### src/rtl/sik_pkg.sv
package sik_pkg;

    localparam int NUM_SLOTS    = 4;
    localparam int CORDIC_STEPS = 16;

    // 1/K of the 16-step CORDIC gain, Q0.30
    localparam logic [29:0] KINV = 30'd652032874;

    // Quarter turn in 32-bit binary angle units
    localparam logic signed [33:0] QUARTER_Z = 34'sd1073741824;

    typedef logic [2:0] reg_idx_t;

    localparam reg_idx_t REG_WHEEL0      = 3'd0;
    localparam reg_idx_t REG_WHEEL1      = 3'd1;
    localparam reg_idx_t REG_WHEEL2      = 3'd2;
    localparam reg_idx_t REG_WHEEL3      = 3'd3;
    localparam reg_idx_t REG_SPEED_LIMIT = 3'd4;
    localparam reg_idx_t REG_FIELD_REL   = 3'd5;

    // Values that ride along the divider next to the quotient
    typedef struct packed {
        logic [15:0]        speed;
        logic signed [15:0] angle;
        logic               scale;
    } div_side_t;

    // atan(2^-i) as a 32-bit binary angle
    function automatic logic [29:0] angle_step(input int i);
        logic [29:0] a;
        case (i)
            0:       a = 30'd536870912;
            1:       a = 30'd316933406;
            2:       a = 30'd167458907;
            3:       a = 30'd85004756;
            4:       a = 30'd42667331;
            5:       a = 30'd21354465;
            6:       a = 30'd10680094;
            7:       a = 30'd5340245;
            8:       a = 30'd2670163;
            9:       a = 30'd1335087;
            10:      a = 30'd667544;
            11:      a = 30'd333772;
            12:      a = 30'd166886;
            13:      a = 30'd83443;
            14:      a = 30'd41722;
            15:      a = 30'd20861;
            default: a = 30'd0;
        endcase
        return a;
    endfunction

endpackage

### src/rtl/sik_div.sv
module sik_div (
    input  logic                 clk,
    input  logic                 rst_n,
    input  logic                 in_valid,
    input  logic [31:0]          num,
    input  logic [15:0]          den,
    input  sik_pkg::div_side_t   in_side,
    output logic                 out_valid,
    output logic [15:0]          quo,
    output sik_pkg::div_side_t   out_side
);
    import sik_pkg::*;

    localparam int STEPS = 16;

    logic        v_reg    [0:STEPS-1];
    logic [15:0] rem_reg  [0:STEPS-1];
    logic [31:0] num_reg  [0:STEPS-1];
    logic [15:0] den_reg  [0:STEPS-1];
    logic [15:0] q_reg    [0:STEPS-1];
    div_side_t   side_reg [0:STEPS-1];

    logic        v_stage    [0:STEPS];
    logic [15:0] rem_stage  [0:STEPS];
    logic [31:0] num_stage  [0:STEPS];
    logic [15:0] den_stage  [0:STEPS];
    logic [15:0] q_stage    [0:STEPS];
    div_side_t   side_stage [0:STEPS];

    assign v_stage[0]    = in_valid;
    assign rem_stage[0]  = num[31:16];
    assign num_stage[0]  = num;
    assign den_stage[0]  = den;
    assign q_stage[0]    = '0;
    assign side_stage[0] = in_side;

    // One quotient bit per stage, most significant first
    for (genvar k = 0; k < STEPS; k++)
    begin : g_step
        logic [16:0] trial;
        logic        ge;
        logic [16:0] diff;
        logic [15:0] q_next;

        assign trial = {rem_stage[k], num_stage[k][STEPS-1-k]};
        assign ge    = trial >= {1'b0, den_stage[k]};
        assign diff  = trial - {1'b0, den_stage[k]};

        always_comb
        begin
            q_next = q_stage[k];
            q_next[STEPS-1-k] = ge;
        end

        always_ff @(posedge clk or negedge rst_n)
        begin
            if (!rst_n)
                v_reg[k] <= 1'b0;
            else
                v_reg[k] <= v_stage[k];
        end

        always_ff @(posedge clk)
        begin
            rem_reg[k]  <= ge ? diff[15:0] : trial[15:0];
            num_reg[k]  <= num_stage[k];
            den_reg[k]  <= den_stage[k];
            q_reg[k]    <= q_next;
            side_reg[k] <= side_stage[k];
        end

        assign v_stage[k+1]    = v_reg[k];
        assign rem_stage[k+1]  = rem_reg[k];
        assign num_stage[k+1]  = num_reg[k];
        assign den_stage[k+1]  = den_reg[k];
        assign q_stage[k+1]    = q_reg[k];
        assign side_stage[k+1] = side_reg[k];
    end

    assign out_valid = v_stage[STEPS];
    assign quo       = q_stage[STEPS];
    assign out_side  = side_stage[STEPS];

endmodule

### config.mk
export PLATFORM = sky130hd
export DESIGN_NAME = sik_div
export DESIGN_NICKNAME = d
export VERILOG_FILES = /design/src/rtl/sik_pkg.sv /design/src/rtl/sik_div.sv
export SDC_FILE = /design/constraint.sdc
export NUM_CORES = 1
export LEC_CHECK = 0
export ABC_AREA = 1
export BUFFER_PORTS_ARGS = -buffer_cell sky130_fd_sc_hd__buf_2
export CORE_MARGIN = 8
export CORE_UTILIZATION = 46
export DETAILED_ROUTE_END_ITERATION = 8
export PLACE_DENSITY = 0.61
export SLEW_MARGIN = 20
export SYNTH_ARGS = -nofsm -noshare
export SYNTH_HDL_FRONTEND = slang
export SYNTH_SLANG_ARGS = --single-unit
### constraint.sdc
create_clock -name clk -period 1.9 [get_ports clk]
set_input_delay 0 -clock clk [delete_from_list [all_inputs] [get_ports clk]]
set_output_delay 0 -clock clk [all_outputs]
set_load 0.05 [all_outputs]
Word-level counts from Yosys, hierarchy flattened --
Memory sizes are Yosys's and may differ from the RTL's. Index checks and enable logic that the tools add are counted.
Storage, ports and cells: flip-flop bits (word level) 16, bits in writable memories 1808, input port bits 84, output and inout port bits 50, word-level logic and storage cells 69, memories 5
Operators by class: $add $sub $neg 16, order comparisons 16, multiplexer cells 16
Memory list:
- side_reg | words 16, bits a word 33, rd ports 16, clocked after memory_dff 0, wr ports 16, RTL line sik_div.sv:21 | div_side_t side_reg [0:STEPS-1];
- num_reg | words 16, bits a word 32, rd ports 15, clocked after memory_dff 0, wr ports 16, RTL line sik_div.sv:18 | logic [31:0] num_reg [0:STEPS-1];
- den_reg | words 16, bits a word 16, rd ports 15, clocked after memory_dff 0, wr ports 16, RTL line sik_div.sv:19 | logic [15:0] den_reg [0:STEPS-1];
- q_reg | words 16, bits a word 16, rd ports 16, clocked after memory_dff 0, wr ports 16, RTL line sik_div.sv:20 | logic [15:0] q_reg [0:STEPS-1];
- rem_reg | words 16, bits a word 16, rd ports 15, clocked after memory_dff 0, wr ports 16, RTL line sik_div.sv:17 | logic [15:0] rem_reg [0:STEPS-1];
Operators by type and width (number):
- $ge A17 B16 Y1 | 16
- $mux W16 | 16
- $sub A16 B16 Y16 | 16

Longest topological paths before layout --
Gate-level depths: netlist of run 1. An unclocked memory read counts as a cell.
word-level depth 3, gate-level depth with buffers 15, gate-level depth less buffers 13

Worst setup path before layout of run 1 --
Ideal clock, no wire load.
path type register -> register, from mem num_reg[5][9], to mem rem_reg[6][8], library setup time 0.113 ns, arrival time 1.631 ns, required time 1.787 ns, path slack 0.156 ns, stages on the path, launching flop included 11, path buffers 0, clock period less this slack 1.744 ns, path through dfxtp_1 > inv_1 > ha_1 > fa_1 > inv_1 > nand3_1 > nand3_1 > a21oi_1 > or2_2 > nand3_1 > nand2_1
RTL lines (RTL line):
- start: declaration | sik_div.sv:18
- end: declaration | sik_div.sv:17

==> results of run 1 <==
## placed cells by master, fill, tap and decap left out, drive strengths merged
master,Yosys,layout
a21boi,1,1
a21o,1,1
a21oi,138,138
and2,9,9
and3,8,8
buf,84,681
bufinv,0,6
clkbuf,3,184
clkinv,0,30
clkinvlp,0,16
dfrtp,16,16
dfxtp,1264,1264
dlygate4sd3,0,150
fa,15,15
ha,256,256
inv,969,978
nand2,1886,1892
nand3,390,390
nand3b,40,40
nand4,64,64
nor2,198,198
nor3,50,50
nor3b,1,1
nor4,4,4
o21a,13,13
o21ai,13,13
o21bai,9,9
or2,13,13
xnor2,21,21
xor2,70,70
## stage by stage
step	cell area (sq um)	util [%]	power [W]	hold slack, ns	TNS (ns)
floorplan	46600	-	0.0597	-0.296	0
global placement	51900	51.3	0.0732	-0.0836	-5.70
detailed placement	51900	51.3	0.0734	-0.0752	-6.85
CTS	59000	58.4	0.102	0.00890	-0.0195
global route	62200	61.5	0.115	0.0680	-1.06
finish	62200	61.5	0.107	0.0993	0
## worst max path at each step
stage / startpoint / endpoint / slack [ns] / cells after the start
after global placement: den_reg[7][8]$_DFF_P_ / rem_reg[8][9]$_DFF_P_ / -0.18 / 12
after CTS: den_reg[5][9]$_DFF_P_ / rem_reg[6][9]$_DFF_P_ / -0.01 / 11
after detailed placement: den_reg[7][8]$_DFF_P_ / rem_reg[8][9]$_DFF_P_ / -0.18 / 12
after global routing: den_reg[8][11]$_DFF_P_ / rem_reg[9][0]$_DFF_P_ / -0.07 / 13
final: rem_reg[8][8]$_DFF_P_ / rem_reg[9][0]$_DFF_P_ / 0.04 / 12
after floorplan: num_reg[5][9]$_DFF_P_ / rem_reg[6][8]$_DFF_P_ / 0.16 / 10
## critical path, cell delays in order, from the launching register on
cell and delay [ns]:
dfxtp_1 0.42, ha_4 0.24, nand2_1 0.06, inv_1 0.06, nand2_2 0.10, nor2_4 0.04
nand3b_1 0.09, nand2_1 0.09, nor2_4 0.29, buf_6 0.15, buf_4 0.12, nand3_1 0.07
nand2_1 0.06
## layout make-up
class | instances | area (sq um)
Fill cell | 8733 | 38900
Sequential cell | 1280 | 25900
Multi-Input combinational cell | 3206 | 19800
Timing Repair Buffer | 834 | 6680
Clock buffer | 181 | 3740
Inverter | 969 | 3650
Tap cell | 1368 | 1710
Clock inverter | 59 | 758
Timing Repair inverter | 2 | 15.0
## per-layer routing
| metal | global-route usage, % | up-vias |
|---|---|---|
| li1 | - | 18644 |
| met1 | 26.6 | 16328 |
| met2 | 32.3 | 805 |
| met3 | 3.21 | 211 |
| met4 | 6.33 | 2 |
| met5 | 0 | - |
## logic make-up (layout without fill, tap and decap cells)
family	Yosys count	after routing	synth area share [%]
simple gates	2663	2669	24.4
flops	1280	1280	55.1
buf+inv	1056	2045	9.30
fa+ha+maj	271	271	7.51
compound gates	175	175	2.01
xor+xnor	91	91	1.71
## power breakdown
part	internal (W)	leakage [nW]	total, W	switching (W)
registers	0.0320	10.9	0.0358	0.00375
clock network	0.0149	2.16	0.0258	0.0108
logic	0.0203	18.7	0.0455	0.0251
## what timing repair did
item,4_1_cts,5_1_grt
gates resized for setup,144,582
hold buffers,150,0
gates cloned,6,7
buffers inserted,18,65
pin swaps,19,129
setup endpoints to repair,169,233
endpoints found under the hold margin,98,0
==> summary.md, run 1 <==
| Metric | Value |
|---|---|
| Status | finished clean |
| Slew Limit Headroom | 50.9% |
| R2R depth | 12 |
| Top cells by area, synth | dfxtp_1, nand2_1, inv_1, ha_1, nand3_1 |
| Source of the worst hold timing path | num[15] |
| FMAX | 537 MHz |
| Die W | 334 um |
| Routed wire length | 115000 um |
| Critical setup path kind | flip-flop to flip-flop |
| Most numerous cell in the Yosys netlist | nand2_1 |
| First DRT Iteration DRCs | 2161 |
| Leakage Power | 31.7 nW |
| Fin. Hold Viols | 0 |
| # IOs | 134 |
| Antenna viol nets, final | 0 |
| Initial antenna violation count | 3 |
| WL met2 | 52800 um |
| Hold EP | rem_reg[0][0]$_DFF_P_ |
| Hpwl dp | 84500 um |
| Skew final | 0.0327 ns |
| Max cap viols | 0 |
| Final setup viols | 0 |
| Drt pass-1 iters | 7 |
| CTS Buf Count | 131 |
| PwrDens | 1720 nW/um^2 |
| DR vias | 35990 |
| Post-synth cell types | 41 |
| Worst-path fanout max | 7 |
| Setup ws final | 0.0368 ns |
| Worst EP arrival | 2.51 ns |
| Peak supply drop | 0.999 mV |
| Syn-to-layout area delta | 33.4% |
| Clk sinks | 1280 |
| RSZ-0062 raised after global routing | yes |
| Die area | 112000 sq um |
| Area fraction of the dominant cell type after synthesis | 54.3% |
| IO buf count | 133 |
| Placed insts | 7413 |
| Core area | 101000 sq um |
| Syn Nets | 5891 |
| Asr flop ratio synth | 1.25% |
| Row count | 117 |
| Total grt overflow | 0 |
| Yosys Warn Count | 0 |
| Layout cells sized above 1 | 24.9% |
| Syn_area_per_cell | 8.42 sq um |
| Via/cell ratio | 4.56 |
| Fin crit share | 98.1% |
| Clock Latency Late Sink | 0.73 ns |
| Top sig layer | met5 |
| Post-Synthesis Cell Area | 46600 sq um |
| Top FF cell, synth | dfxtp_1 |
| Vias in the first global route | 34471 |
| Mapped Cells | 5536 |
| Seq/Total Area, Yosys | 55.1% |
| Clk pin slew, worst setup/hold paths | 0.06 ns |
| Worst slew pin tran | 0.734 ns |
| Top post-synthesis cells by count | nand2_1, dfxtp_1, inv_1 |
| Largest net degree at the start of global routing | 20 |
| Max Slew Vio Count | 0 |
| Pre-CTS worst setup slack | -0.175 ns |
| Wire per inst | 14.6 um |
| Synth area leader | dfxtp_1 |
| Largest register FFs | 528 |
| Final min period | 1.86 ns |
| Global Route Usage Sum | 19.7% |
| Non-filler cells in the finished layout | 7899 |
| FF-to-FF End | rem_reg[9][0]$_DFF_P_ |
| Htree depth | 4 |
| Die span in y | 334 um |
| Clock Path Buffers | 3 |
| Met3 Wirelength | 5770 um |
| CP required | 2.55 ns |
| CTS tree | yes |
| First-pass GRT wire length | 178000 um |
| M1 WL | 53400 um |
| Critical Path End Type | flip-flop |
| Starting Density | 46.1% |
| RePlAce Congestion | 0.912 |
| Reg2reg setup slack | 0.04 ns |
| Worst hold path class | input port to flip-flop |
| Final nets | 6779 |
| Seq cells post-synth | 1280 |
| Clock Tree Root | clkbuf_16 |
| # diodes | 0 |
| Post-route DRC | 0 |
| Post-synth EDFFs | 0 |
| CP startpoint kind | flip-flop |
| Hold path depth | 4 |
| Worst r2r src | rem_reg[8][8]$_DFF_P_ |
Power figures use the tool's default switching activity.
==> inputs of run 2 (changes only) <==
- clock period: 1.9 -> 2.2 ns (I/O delays scaled with it)
==> summary.md, run 2 (same netlist as run 1, synthesis figures left out) <==
| Metric | Value |
|---|---|
| Largest register FFs | 528 (unchanged) |
| Core area | 101000 sq um (unchanged) |
| Grt met3 use | 3.30% (+0.087 points) |
| Clock Path Buffers | 3 (unchanged) |
| Drt pass-1 iters | 6 (-1) |
| Final hold slack | 0.256 ns (+0.156 ns) |
| First-pass GRT wire length | 168000 um (-5.8%) |
| Fin crit share | 94.4% (-3.7 points) |
| Skew final | 0.0301 ns (-0.00261 ns) |
| Largest net degree at the start of global routing | 20 (unchanged) |
| Critical setup path kind | flip-flop to flip-flop |
| Via/cell ratio | 4.53 (-0.48%) |
| Post-route DRC | 0 (unchanged) |
| Reg area | 25700 sq um (-0.76%) |
| Layout cells sized above 1 | 9.54% (-15 points) |
| RePlAce Congestion | 0.915 (+0.33%) |
| FMAX | 482 MHz (-10%) |
| Gr busiest metal | met2 |
| First DRT Iteration DRCs | 2206 (+2.1%) |
| Worst hold path class | input port to flip-flop |
| Total grt overflow | 0 (unchanged) |
| PwrDens | 1500 nW/um^2 (-13%) |
| Antenna viol nets, final | 0 (unchanged) |
| Leakage Power | 29.5 nW (-7.1%) |
| Most common cell after layout, fill and taps aside | nand2_1 |
| IO buf count | 133 (unchanged) |
| DR vias | 33841 (-6.0%) |
| Hold path depth | 6 (+2) |
| Met2 usage | 30.1% (-2.2 points) |
| Slew Limit Headroom | 55.2% (+4.3 points) |
| Final instance area | 55700 sq um (-10%) |
| Initial antenna violation count | 2 (-1) |
| Clock Latency Late Sink | 0.75 ns (+0.02 ns) |
| Fill cells | 9326 (+6.8%) |
| Worst slew pin tran | 0.669 ns (-0.0645 ns) |
| R2R depth | 9 (-3) |
| Pre-CTS worst setup slack | 0.0425 ns (+0.218 ns) |
| CTS Buf Count | 134 (+2.3%) |
| Worst EP arrival | 2.71 ns (+0.20 ns) |
| Wire per inst | 14.1 um (-3.2%) |
| Critical Path End Type | flip-flop |
| CP required | 2.84 ns (+0.29 ns) |
| Most frequent cells in the layout | nand2_1, dfxtp_1, inv_1 |
| Clk pin slew, worst setup/hold paths | 0.06 ns (about the same) |
| Row count | 117 (unchanged) |
| Hpwl dp | 80600 um (-4.6%) |
| Final setup viols | 0 (unchanged) |
| Area occupied by multi-input gates | 16700 sq um (-16%) |
| Max Slew Vio Count | 0 (unchanged) |
| Die W | 334 um (unchanged) |
| Worst-path fanout max | 3 (-4) |
| Fin. Hold Viols | 0 (unchanged) |
| Post-place instance area | 49000 sq um (-5.6%) |
| Layout Utilization | 55.1% (-6.4 points) |
| Status | finished clean |
| Syn-to-layout area delta | 19.5% |
| Die area | 112000 sq um (unchanged) |
| Setup TNS Final | 0 ns (unchanged) |
| Clk sinks | 1280 (unchanged) |
| Global Route met1 Usage | 25.0% (-1.6 points) |
| Final nets | 6341 (-6.5%) |
| CP startpoint kind | flip-flop |
| CTS tree | yes |
| Peak supply drop | 0.834 mV (-17%) |
| Setup ws final | 0.124 ns (+0.0874 ns) |
| Die span in y | 334 um (unchanged) |
| Clock Tree Root | clkbuf_16 |
| Starting Density | 46.1% (unchanged) |
| Routed wire length | 105000 um (-8.5%) |
| Reg2reg setup slack | 0.12 ns (+0.09 ns) |
| Final min period | 2.08 ns (+0.213 ns) |
| Vias in the first global route | 32640 (-5.3%) |
| Htree depth | 4 (unchanged) |
| Max cap viols | 0 (unchanged) |
| Global Route Usage Sum | 18.6% (-1.1 points) |
| # IOs | 134 (unchanged) |
## run 2: layout make-up
type | count | share of cell area [%]
flip-flops and latches | 1280 | 46.1
multi-input cells | 3200 | 30.0
clock buffers | 175 | 6.75
inverters | 969 | 6.54
repair buffers | 400 | 5.62
well taps | 1368 | 3.07
clock inverters | 66 | 1.89
diodes | 4 | 0.0180
repair inverters | 1 | 0.0135
## run 2: worst max-delay path, stage by stage, from the launching register on
cell and delay [ns]:
dfxtp_1 0.35, inv_1 0.06, ha_1 0.22, fa_1 0.45, o21bai_1 0.43, nand2_1 0.17
nand4_1 0.11, nand2_1 0.06, nand2_1 0.06, nand2_1 0.05
## run 2: per-stage QoR
step           instances  power [W]
2_1_floorplan       5536     0.0515
3_3_place_gp        7037     0.0592
3_5_place_dp        7037     0.0594
4_1_cts             7446     0.0837
5_1_grt             7460     0.0897
6_report            7463     0.0834
## run 2: worst paths after layout
| path | start | end |
|---|---|---|
| setup / recovery | num_reg[1][13]$_DFF_P_ | rem_reg[2][12]$_DFF_P_ |
| hold / removal | den[1] | rem_reg[0][1]$_DFF_P_ |
| setup reg to reg | num_reg[1][13]$_DFF_P_ | rem_reg[2][12]$_DFF_P_ |
| hold reg to reg | num_reg[1][8]$_DFF_P_ | num_reg[2][8]$_DFF_P_ |
| max in group asynchronous | rst_n | v_reg[6]$_DFF_PN0_ |
| min in group asynchronous | rst_n | v_reg[11]$_DFF_PN0_ |
## run 2: repair_timing
item                       CTS  global route
hold endpoints to repair    98             0
buffers inserted             0            12
setup endpoints to repair    0            95
hold buffers               168             0
resized for setup            0            24
## run 2: layer usage
layer | wire (um) | vias to the layer above
met2 | 46600 | 741
li1 | - | 17762
met3 | 5290 | 192
met4 | 2980 | 0
met1 | 50300 | 15146
met5 | 0 | -
## run 2: where the power goes
part           switching [W]  internal [W]
Clock                0.00941        0.0143
Combinational         0.0190        0.0107
Sequential           0.00238        0.0276
Total                 0.0308        0.0526
